===== src/ttc_pkg.sv =====
`timescale 1ns / 1ps
// Shared types and constants for the temperature trend classifier.
// No dependencies.
package ttc_pkg;

    localparam int WINDOW_LENGTH = 6;
    localparam int HALF_LENGTH   = WINDOW_LENGTH / 2;

    localparam int SAMPLE_W = 14;
    localparam int THR_W    = 10;
    localparam int HSD_W    = 17;
    localparam int CNT_W    = $clog2(WINDOW_LENGTH + 1);

    localparam int DIFF_RAW_W = SAMPLE_W + $clog2(HALF_LENGTH + 1) + 1;
    localparam int DIFF_W     = (DIFF_RAW_W > HSD_W) ? DIFF_RAW_W : HSD_W;

    localparam int SAMPLE_MIN = -4000;
    localparam int SAMPLE_MAX = 8000;
    localparam int HSD_MIN    = -(2 ** (HSD_W - 1));
    localparam int HSD_MAX    = (2 ** (HSD_W - 1)) - 1;

    localparam logic [THR_W-1:0]  THRESHOLD_RST = THR_W'(20);
    localparam logic [CNT_W-1:0]  WINDOW_COUNT  = CNT_W'(WINDOW_LENGTH);
    localparam logic [DIFF_W-1:0] HALF_MULT     = DIFF_W'(HALF_LENGTH);

    typedef logic signed [SAMPLE_W-1:0] sample_t;
    typedef sample_t [WINDOW_LENGTH-1:0] window_t;

    typedef enum logic [1:0] {
        TREND_STABLE  = 2'd0,
        TREND_WARMING = 2'd1,
        TREND_COOLING = 2'd2
    } trend_t;

    typedef struct packed {
        logic valid;
        logic full;
    } win_stat_t;

endpackage


===== src/ttc_window.sv =====
`timescale 1ns / 1ps
// Input stage: sample clamp, sliding sample window and fill count.
// Depends on ttc_pkg.
module ttc_window (
    input  logic            aclk,
    input  logic            aresetn,
    input  logic            in_valid,
    output logic            in_ready,
    input  ttc_pkg::sample_t in_sample,
    output ttc_pkg::win_stat_t st_stat,
    input  logic            st_ready,
    output ttc_pkg::window_t st_window
);
    import ttc_pkg::*;

    localparam sample_t LIM_LO = SAMPLE_W'(SAMPLE_MIN);
    localparam sample_t LIM_HI = SAMPLE_W'(SAMPLE_MAX);

    logic             st_valid_reg;
    logic [CNT_W-1:0] fill_count_reg;
    logic [CNT_W-1:0] fill_count_next;
    window_t          window_reg;
    window_t          window_next;
    sample_t          clamped;
    logic             accept;
    logic             is_full;

    assign in_ready = !st_valid_reg || st_ready;
    assign accept   = in_valid && in_ready;
    assign is_full  = (fill_count_reg == WINDOW_COUNT);

    always_comb begin
        if (in_sample < LIM_LO) begin
            clamped = LIM_LO;
        end else if (in_sample > LIM_HI) begin
            clamped = LIM_HI;
        end else begin
            clamped = in_sample;
        end
    end

    always_comb begin
        window_next     = window_reg;
        fill_count_next = fill_count_reg;
        if (!is_full) begin
            fill_count_next = fill_count_reg + CNT_W'(1);
            for (int i = 0; i < WINDOW_LENGTH; i++) begin
                if (fill_count_reg == CNT_W'(i)) begin
                    window_next[i] = clamped;
                end
            end
        end else begin
            for (int i = 0; i < WINDOW_LENGTH - 1; i++) begin
                window_next[i] = window_reg[i + 1];
            end
            window_next[WINDOW_LENGTH-1] = clamped;
        end
    end

    always_ff @(posedge aclk) begin
        if (!aresetn) begin
            st_valid_reg   <= 1'b0;
            fill_count_reg <= '0;
        end else begin
            if (in_ready) begin
                st_valid_reg <= in_valid;
            end
            if (accept) begin
                fill_count_reg <= fill_count_next;
            end
        end
    end

    always_ff @(posedge aclk) begin
        if (accept) begin
            window_reg <= window_next;
        end
    end

    assign st_stat.valid = st_valid_reg;
    assign st_stat.full  = is_full;
    assign st_window     = window_reg;

    a_fill_bounded: assert property (@(posedge aclk) disable iff (!aresetn)
        fill_count_reg <= WINDOW_COUNT)
        else $error("fill count beyond window length");

    a_fill_step: assert property (@(posedge aclk) disable iff (!aresetn)
        (accept && !is_full) |=> fill_count_reg == CNT_W'($past(fill_count_reg) + CNT_W'(1)))
        else $error("fill count did not advance on transfer");

    a_full_sticky: assert property (@(posedge aclk) disable iff (!aresetn)
        is_full |=> is_full)
        else $error("window full dropped");

endmodule


===== src/ttc_classify.sv =====
`timescale 1ns / 1ps
// Half-sum difference, saturation, trend compare and result register.
// Depends on ttc_pkg.
module ttc_classify (
    input  logic               aclk,
    input  logic               aresetn,
    input  ttc_pkg::win_stat_t st_stat,
    output logic               st_ready,
    input  ttc_pkg::window_t   st_window,
    input  logic [ttc_pkg::THR_W-1:0] threshold,
    output logic               m_valid,
    input  logic               m_ready,
    output logic               m_window_full,
    output logic signed [ttc_pkg::HSD_W-1:0] m_half_sum_difference,
    output logic [1:0]         m_trend_code
);
    import ttc_pkg::*;

    localparam logic signed [DIFF_W-1:0] SAT_LO = DIFF_W'(HSD_MIN);
    localparam logic signed [DIFF_W-1:0] SAT_HI = DIFF_W'(HSD_MAX);

    logic                       m_valid_reg;
    logic                       full_reg;
    logic signed [HSD_W-1:0]    hsd_reg;
    trend_t                     trend_reg;
    logic signed [DIFF_W-1:0]   diff;
    logic signed [DIFF_W-1:0]   bound;
    logic signed [DIFF_W-1:0]   shown;
    trend_t                     trend_next;
    logic                       load;

    assign st_ready = !m_valid_reg || m_ready;
    assign load     = st_stat.valid && st_ready;

    always_comb begin
        diff = '0;
        if (st_stat.full) begin
            for (int i = 0; i < HALF_LENGTH; i++) begin
                diff = diff + DIFF_W'(st_window[WINDOW_LENGTH - HALF_LENGTH + i])
                            - DIFF_W'(st_window[i]);
            end
        end
    end

    assign bound = $signed(DIFF_W'(threshold) * HALF_MULT);

    always_comb begin
        trend_next = TREND_STABLE;
        if (st_stat.full) begin
            if (diff <= -bound) begin
                trend_next = TREND_COOLING;
            end else if (diff >= bound) begin
                trend_next = TREND_WARMING;
            end
        end
    end

    always_comb begin
        if (diff < SAT_LO) begin
            shown = SAT_LO;
        end else if (diff > SAT_HI) begin
            shown = SAT_HI;
        end else begin
            shown = diff;
        end
    end

    always_ff @(posedge aclk) begin
        if (!aresetn) begin
            m_valid_reg <= 1'b0;
        end else if (st_ready) begin
            m_valid_reg <= st_stat.valid;
        end
    end

    always_ff @(posedge aclk) begin
        if (load) begin
            full_reg  <= st_stat.full;
            hsd_reg   <= HSD_W'(shown);
            trend_reg <= trend_next;
        end
    end

    assign m_valid               = m_valid_reg;
    assign m_window_full         = full_reg;
    assign m_half_sum_difference = hsd_reg;
    assign m_trend_code          = trend_reg;

    a_not_full_zero: assert property (@(posedge aclk) disable iff (!aresetn)
        (m_valid_reg && !full_reg) |-> (hsd_reg == '0 && trend_reg == TREND_STABLE))
        else $error("result fields set before window full");

    a_load_takes: assert property (@(posedge aclk) disable iff (!aresetn)
        load |=> m_valid_reg)
        else $error("loaded result not presented");

endmodule


===== src/temperature_trend_classifier_top.sv =====
`timescale 1ns / 1ps
// An input transfer is registered in the window stage, then in the result register,
// where the result is presented. Throughput: one sample per cycle; a held result
// stalls the input through the window stage and the result register.
// Reset (aresetn low, synchronous): fill count cleared, threshold set to 20,
// no result pending. Depends on ttc_pkg, ttc_window, ttc_classify.
module temperature_trend_classifier_top (
    input  logic aclk,
    input  logic aresetn,
    input  logic cfg_valid,
    output logic cfg_ready,
    input  logic [ttc_pkg::THR_W-1:0] cfg_trend_threshold,
    input  logic s_valid,
    output logic s_ready,
    input  logic signed [ttc_pkg::SAMPLE_W-1:0] s_temperature_sample,
    output logic m_valid,
    input  logic m_ready,
    output logic m_window_full,
    output logic signed [ttc_pkg::HSD_W-1:0] m_half_sum_difference,
    output logic [1:0] m_trend_code
);
    import ttc_pkg::*;

    logic [THR_W-1:0] threshold_reg;
    win_stat_t        st_stat;
    logic             st_ready;
    window_t          st_window;

    assign cfg_ready = 1'b1;

    always_ff @(posedge aclk) begin
        if (!aresetn) begin
            threshold_reg <= THRESHOLD_RST;
        end else if (cfg_valid) begin
            threshold_reg <= cfg_trend_threshold;
        end
    end

    ttc_window u_window (
        .aclk      (aclk),
        .aresetn   (aresetn),
        .in_valid  (s_valid),
        .in_ready  (s_ready),
        .in_sample (s_temperature_sample),
        .st_stat   (st_stat),
        .st_ready  (st_ready),
        .st_window (st_window)
    );

    ttc_classify u_classify (
        .aclk                  (aclk),
        .aresetn               (aresetn),
        .st_stat               (st_stat),
        .st_ready              (st_ready),
        .st_window             (st_window),
        .threshold             (threshold_reg),
        .m_valid               (m_valid),
        .m_ready               (m_ready),
        .m_window_full         (m_window_full),
        .m_half_sum_difference (m_half_sum_difference),
        .m_trend_code          (m_trend_code)
    );

endmodule

===== config.mk =====
export PLATFORM = sky130hd
export DESIGN_NAME = temperature_trend_classifier_top
export DESIGN_NICKNAME = d
export VERILOG_FILES = /design/src/ttc_pkg.sv /design/src/ttc_window.sv /design/src/ttc_classify.sv /design/src/temperature_trend_classifier_top.sv
export SDC_FILE = /design/constraint.sdc
export NUM_CORES = 1
export LEC_CHECK = 0
export BUFFER_PORTS_ARGS = -buffer_cell sky130_fd_sc_hd__buf_2
export CAP_MARGIN = 10
export CORE_ASPECT_RATIO = 1.1
export CORE_UTILIZATION = 50
export DETAILED_ROUTE_END_ITERATION = 16
export GPL_TIMING_DRIVEN = 0
export PLACE_DENSITY = 0.76
export SLEW_MARGIN = 0
export SYNTH_ARGS = -nofsm -noshare
export SYNTH_HDL_FRONTEND = slang
export SYNTH_SLANG_ARGS = --single-unit

===== constraint.sdc =====
create_clock -name aclk -period 7.45 [get_ports aclk]
set_input_delay 1.49 -clock aclk [delete_from_list [all_inputs] [get_ports aclk]]
set_output_delay 1.49 -clock aclk [all_outputs]
set_load 0.1 [all_outputs]

After elaboration in Yosys (flattened, before gate mapping)
Cells that the tools add are included.
{"block": "totals", "word_cells": 69, "out_inout_bits": 23, "register_bits": 119, "inputBits": 29}
{"block": "op_classes", "bitwise_logic": 1, "muxes": 13, "order_cmp": 6, "n_addsub": 7, "reduce_logical": 21, "n_mul": 1, "eq_ne": 6}
{"op": "14-bit two-way mux", "count": 8}
{"op": "84-bit two-way mux", "count": 1}
{"op": "17-bit two-way mux", "count": 2}
{"op": "17-bit by 14-bit subtractor with 17-bit output", "count": 2}
{"op": "17-bit by 14-bit adder with 17-bit output", "count": 1}
{"op": "17-bit by 13-bit >= comparator with 1-bit output", "count": 1}
{"op": "17-bit greater-than comparator, second input constant", "count": 1}
{"op": "17-bit less-or-equal comparator", "count": 1}
{"op": "17-bit less-than comparator, second input constant", "count": 1}
{"op": "12-bit negator with 17-bit output", "count": 1}
{"op": "15-bit by 14-bit adder with 16-bit output", "count": 1}
{"op": "14-bit by 14-bit subtractor with 15-bit output", "count": 1}
{"op": "14-bit greater-than comparator, second input constant", "count": 1}
{"op": "14-bit by 13-bit less-than comparator with 1-bit output, second input constant", "count": 1}
{"op": "2-bit AND reduction", "count": 7}
{"op": "10-bit by 2-bit multiplier with 12-bit output, second input constant", "count": 1}
{"op": "2-bit nonzero test", "count": 6}
{"op": "3-bit == test, second input constant", "count": 3}
{"op": "3-bit by 2-bit == test with 1-bit output, second input constant", "count": 2}
{"op": "3-bit by 1-bit adder with 3-bit output, second input constant", "count": 1}
{"op": "3-bit by 1-bit == test with 1-bit output, second input constant", "count": 1}
{"op": "3-bit zero test", "count": 1}
{"op": "1-bit logical AND", "count": 2}
{"op": "1-bit zero test", "count": 2}
{"op": "5 further kinds", "count": 6}

Depth between registers and ports, before layout
{"block": "logic_depth", "depth_word": 9, "ltp_mapped": 32, "ltp_nobuf": 32}

By module
Synthesis repeated with hierarchy kept, for this count alone.
{"block": "unflattened", "hier_cells": 850, "area_unflattened_um2": 8946.1}
{"mod": "ttc_classify", "seq_area_each_um2": 620.6, "n_inst": 1, "area_each_um2": 4718.3, "cells_each": 537}
{"mod": "ttc_window", "seq_area_each_um2": 2602.5, "n_inst": 1, "area_each_um2": 3847.4, "cells_each": 280}
{"mod": "temperature_trend_classifier_top", "seq_area_each_um2": 200.2, "n_inst": 1, "area_each_um2": 380.4, "cells_each": 33}

Worst setup path before layout
OpenSTA, ideal clock, no wires.
{"block": "synth_path", "path_type": "reg-to-reg", "start": "reg u_window.window_reg (netlist bit u_window.st_window[1])", "end": "reg u_classify.trend_reg[1] (netlist: u_classify.m_trend_code[1]), data pin", "n_path_buf": 0, "required_time_ns": 7.191, "setup_time_ns": 0.259, "synth_period_minus_slack_ns": 6.043, "slack_ns": 1.407, "path_stages_with_launch": 25, "t_arrival_ns": 5.784, "path_cell_list": "edfxtp_1 > fa_1 > inv_1 > ha_1 > a21o_1 > a21oi_1 > o21ai_0 > a211o_1 > a31oi_1 > nor2b_1 > xnor2_1 > fa_1 > ha_1 > and2_1 > a311o_1 > or2_2 > a21oi_1 > xor2_1 > nor2_1 > ha_1 > o211ai_1 > o21ai_0 > a311oi_1 > and3_1 > o31a_1"}
{"block": "synth_between", "elab_chain_len": 8}
{"element": "from (decl)", "line": "ttc_window.sv:22", "text": "window_t window_reg;"}
{"element": "from (signal assigned)", "line": "ttc_window.sv:76", "text": "window_reg <= window_next;"}
{"element": "14-bit by 14-bit subtractor with 15-bit output", "line": "ttc_classify.sv:40", "text": "- DIFF_W'(st_window[i]);"}
{"element": "15-bit by 14-bit adder with 16-bit output", "line": "ttc_classify.sv:39", "text": "diff = diff + DIFF_W'(st_window[WINDOW_LENGTH - HALF_LENGTH + i])"}
{"element": "17-bit by 14-bit subtractor with 17-bit output", "line": "ttc_classify.sv:40"}
{"element": "17-bit by 14-bit adder with 17-bit output", "line": "ttc_classify.sv:39"}
{"element": "17-bit by 14-bit subtractor with 17-bit output", "line": "ttc_classify.sv:40"}
{"element": "17-bit two-way mux", "line": "ttc_classify.sv:37", "text": "if (st_stat.full) begin"}
{"element": "17-bit less-or-equal comparator", "line": "ttc_classify.sv:50", "text": "if (diff <= -bound) begin"}
{"element": "2-bit two-way mux", "line": "ttc_classify.sv:50"}
{"element": "to (signal assigned)", "line": "ttc_classify.sv:80", "text": "trend_reg <= trend_next;"}
{"element": "to (decl)", "line": "ttc_classify.sv:25", "text": "trend_t trend_reg;"}
Every way passes these cells.
A chain may end at the register's enable or synchronous reset.

Worst setup path after layout
{"block": "layout_path", "start": "reg u_window.window_reg (netlist bit u_window.st_window[2])", "end": "reg u_classify.trend_reg[1] (netlist: u_classify.m_trend_code[1]), data pin"}
The elaborated chain is that of the path after synthesis.

==> impl_results.md <==
- Status: complete, no violations
- Max clock buf depth: 2
- Tightest Pin Transition: 0.989 ns
- Setup violators final: 0
- PD cells: between 200 and 250 nW/um^2
- Largest stage delay, worst path: 0.56 ns
- Yosys cell types: 67
- H-tree levels: 4
- Seq cells post-synth: 119
- Hold Slack: just over 0.5 ns
- Via-to-Cell Ratio: 5.61
- Total GRT Usage: 24.8%
- Post-CTS Setup Inserts: 0
- Ys Warns: 0
- Slew Limit Fails: 0
- Pint: 0.00165 W
- Max reg flops: 84
- Post-synth ARST share: 0%
- DRT iter0 DRCs: 504
- Initial antenna violation count: 0
- CP max FO: 5
- Leakage power: 4.50 nW
- Clk Latency, worst-skew pair: 0.43 ns
- Routed vias: 6623
- Maximum vdd drop: ~160 uV
- CTS resizes: 0
- Final hold vios: 0
- DP HPWL: between 15000 and 20000 um
- Mapped cell area: 8820 sq um
- Seq pwr share: 31.3%
- DIE HEIGHT: 141 um
- RSZ-0062 raised after global routing: no
- Total negative slack: 0 ns
- CTS tree: done
- Family with the most delay on the worst path: compound AO/OA/AOI/OAI gates
- DR pass1 iterations: 5
- Max stage delay cell, worst path: fa_1
- Full die area: 18200 sq um
- Most frequent cells in the layout: inv_1 (119), edfxtp_1 (104), ha_1 (75), nor2_1 (56), buf_2 (49)
- Max-slew headroom: 34.0%
- Routed len/inst: ~18 um
- Clock Pin Slew Worst Setup and Hold Paths: roughly 0.060 ns
- Share of cells above drive strength 1: 11.5%
- Crit path time final: around 6.9 ns
- First-pass GRT wire length: 33800 um
- Total Wirelength: 20900 um
- Critical Path RT: 7.63 ns
- Finished Cell Area: approximately 10000 sq um
- Final GP Congestion: 0.901
- CTS root buf: clkbuf_16
- Largest net degree at the start of global routing: 18
- I/O pins: 52
- Top_reg_cell synth: edfxtp_1
- Net switching power: between 0.0008 and 0.0009 W
- Most common cell after layout, fill and taps aside: inv_1
- Worst EP arrival: 7.06 ns
- Vias in the first global route: 6691
- Hold buffer count at cts: 0
- Crit path kind: register to register
- Sink Count: approximately 120
- Max_cap viols: 0
- Area delta synth->final: 14.3%
- Diodes inserted: 0
- Synth Instances: 860
- Post-route ant nets: 0
- Crit path launch type: register
- Clk pwr share: between 30% and 40%
- Final Skew: 0.00816 ns
- F_max: 145 MHz
- Fillers: 1426
- Buf/Inv on CP: 1
- Die Wd: roughly 130 um
- Core footprint: ~17000 sq um
- Drt drc: 0
- Syn Area/Cell: 10.3 sq um
- Nets: 1082
- Combinational fraction of design power: 31.9%
- Fin crit share: 92.4%
- Placement row count: 50
- TritonCTS Buffers: 17
- Register area share after synthesis: 38.8%
- Placement Cell Area: 9450 sq um
- Switching share of power: approximately 33%
- Initial Util: between 50% and 60%
- Post-synth EDFFs: 104
- Syn_nets: about 1000
- Grt total ovfl: 0
- IO Port Bufs: 49
- Critical path capture point type: register
- Hold WC Path Type: register to register
## worst register-to-register path, delay by kind of cell (launching register included)
kind / cells / cell delay (ns)
AOI/OAI and AO/OA: 11 / 2.52
xor gates and xnor gates: 2 / 0.42
adders and majority gates: 5 / 2.09
buffers and inverters: 1 / 0.05
DFF: 1 / 0.39
and+or+nand+nor: 7 / 1.17
## Yosys cell counts (all sizes together), types with 10 or more instances
cell | count | area (sq um)
a211oi | 11 | 97.6
a21o | 30 | 225
and3 | 25 | 156
nand3 | 10 | 50.1
a21boi | 12 | 90.1
ha | 75 | 938
edfxtp | 104 | 3120
a21oi | 33 | 165
o21ai | 48 | 240
dfxtp | 15 | 300
nand2 | 48 | 180
clkbuf | 19 | 71.3
inv | 119 | 447
xnor2 | 18 | 158
xor2 | 17 | 149
nor3 | 14 | 80.1
nor2b | 24 | 150
mux2i | 11 | 110
fa | 45 | 901
nor2 | 58 | 218
## per-layer routing
metal | vias up | wire (um) | track usage [%] | share of wire (%)
li1 | 3186 | - | - | -
met1 | 3182 | 8450 | 28.9 | 40
met2 | 205 | 10800 | 44.0 | 52
met3 | 50 | 932 | 4.49 | 4.5
met4 | 0 | 687 | 11.8 | 3.3
met5 | - | 0 | 0 | 0
## through the flow
| stage | utilization (%) | worst slack, ns | power (W) | std cells |
|---|---|---|---|---|
| 5_1_grt | 58.8 | 0.0797 | 0.00256 | 1180 |
| 4_1_cts | 58.8 | 0.621 | 0.00244 | 1180 |
| 3_5_place_dp | 55.1 | 0.666 | 0.00153 | 1148 |
| 6_report | 58.8 | 0.568 | 0.00245 | 1180 |
| 3_3_place_gp | 54.6 | 0.700 | 0.00151 | 1143 |
| 2_1_floorplan | - | 1.41 | 0.00136 | 860 |
## power groups by stage
stage | clock (W) | sequential (W) | combinational, W
after detailed placement | 0 | 0.000780 | 0.000750
after global placement | 0 | 0.000780 | 0.000729
after CTS | 0.000907 | 0.000766 | 0.000764
final | 0.000901 | 0.000766 | 0.000780
after global routing | 0.000932 | 0.000769 | 0.000856
after floorplan | 0 | 0.000806 | 0.000550
## worst paths after layout
| kind | depth (start not counted) | startpoint | slack (ns) | end |
|---|---|---|---|---|
| setup / recovery | 26 | u_window.st_window[2] | 0.57 | u_classify.m_trend_code[1] |
| hold reg to reg | 1 | u_window.st_valid_reg | 0.51 | u_classify.m_valid |
| setup reg to reg | 26 | u_window.st_window[2] | 0.57 | u_classify.m_trend_code[1] |
| hold / removal | 1 | u_window.st_valid_reg | 0.51 | u_classify.m_valid |
## cell type report
type	count	area, sq um	share of cell area, %
multi-input combinational	599	4870	48.3
inverter	120	450	4.47
buffer	22	93.8	0.931
sequential	119	3420	34.0
clock buffer	18	429	4.26
tap	234	293	2.90
timing repair buffer	54	317	3.14
clock inverter	14	205	2.04
## cells by family after synthesis
| family | count (synthesis) | synth area share (%) |
|---|---|---|
| simple gates | 234 | 13.9 |
| fa+ha+maj | 120 | 20.9 |
| compound gates | 196 | 15.3 |
| other cells | 1 | 0.0425 |
| xor+xnor | 35 | 3.48 |
| flops | 119 | 38.8 |
| buf+inv | 142 | 6.17 |
| mux | 13 | 1.50 |
(Power assumes the default switching activity.)
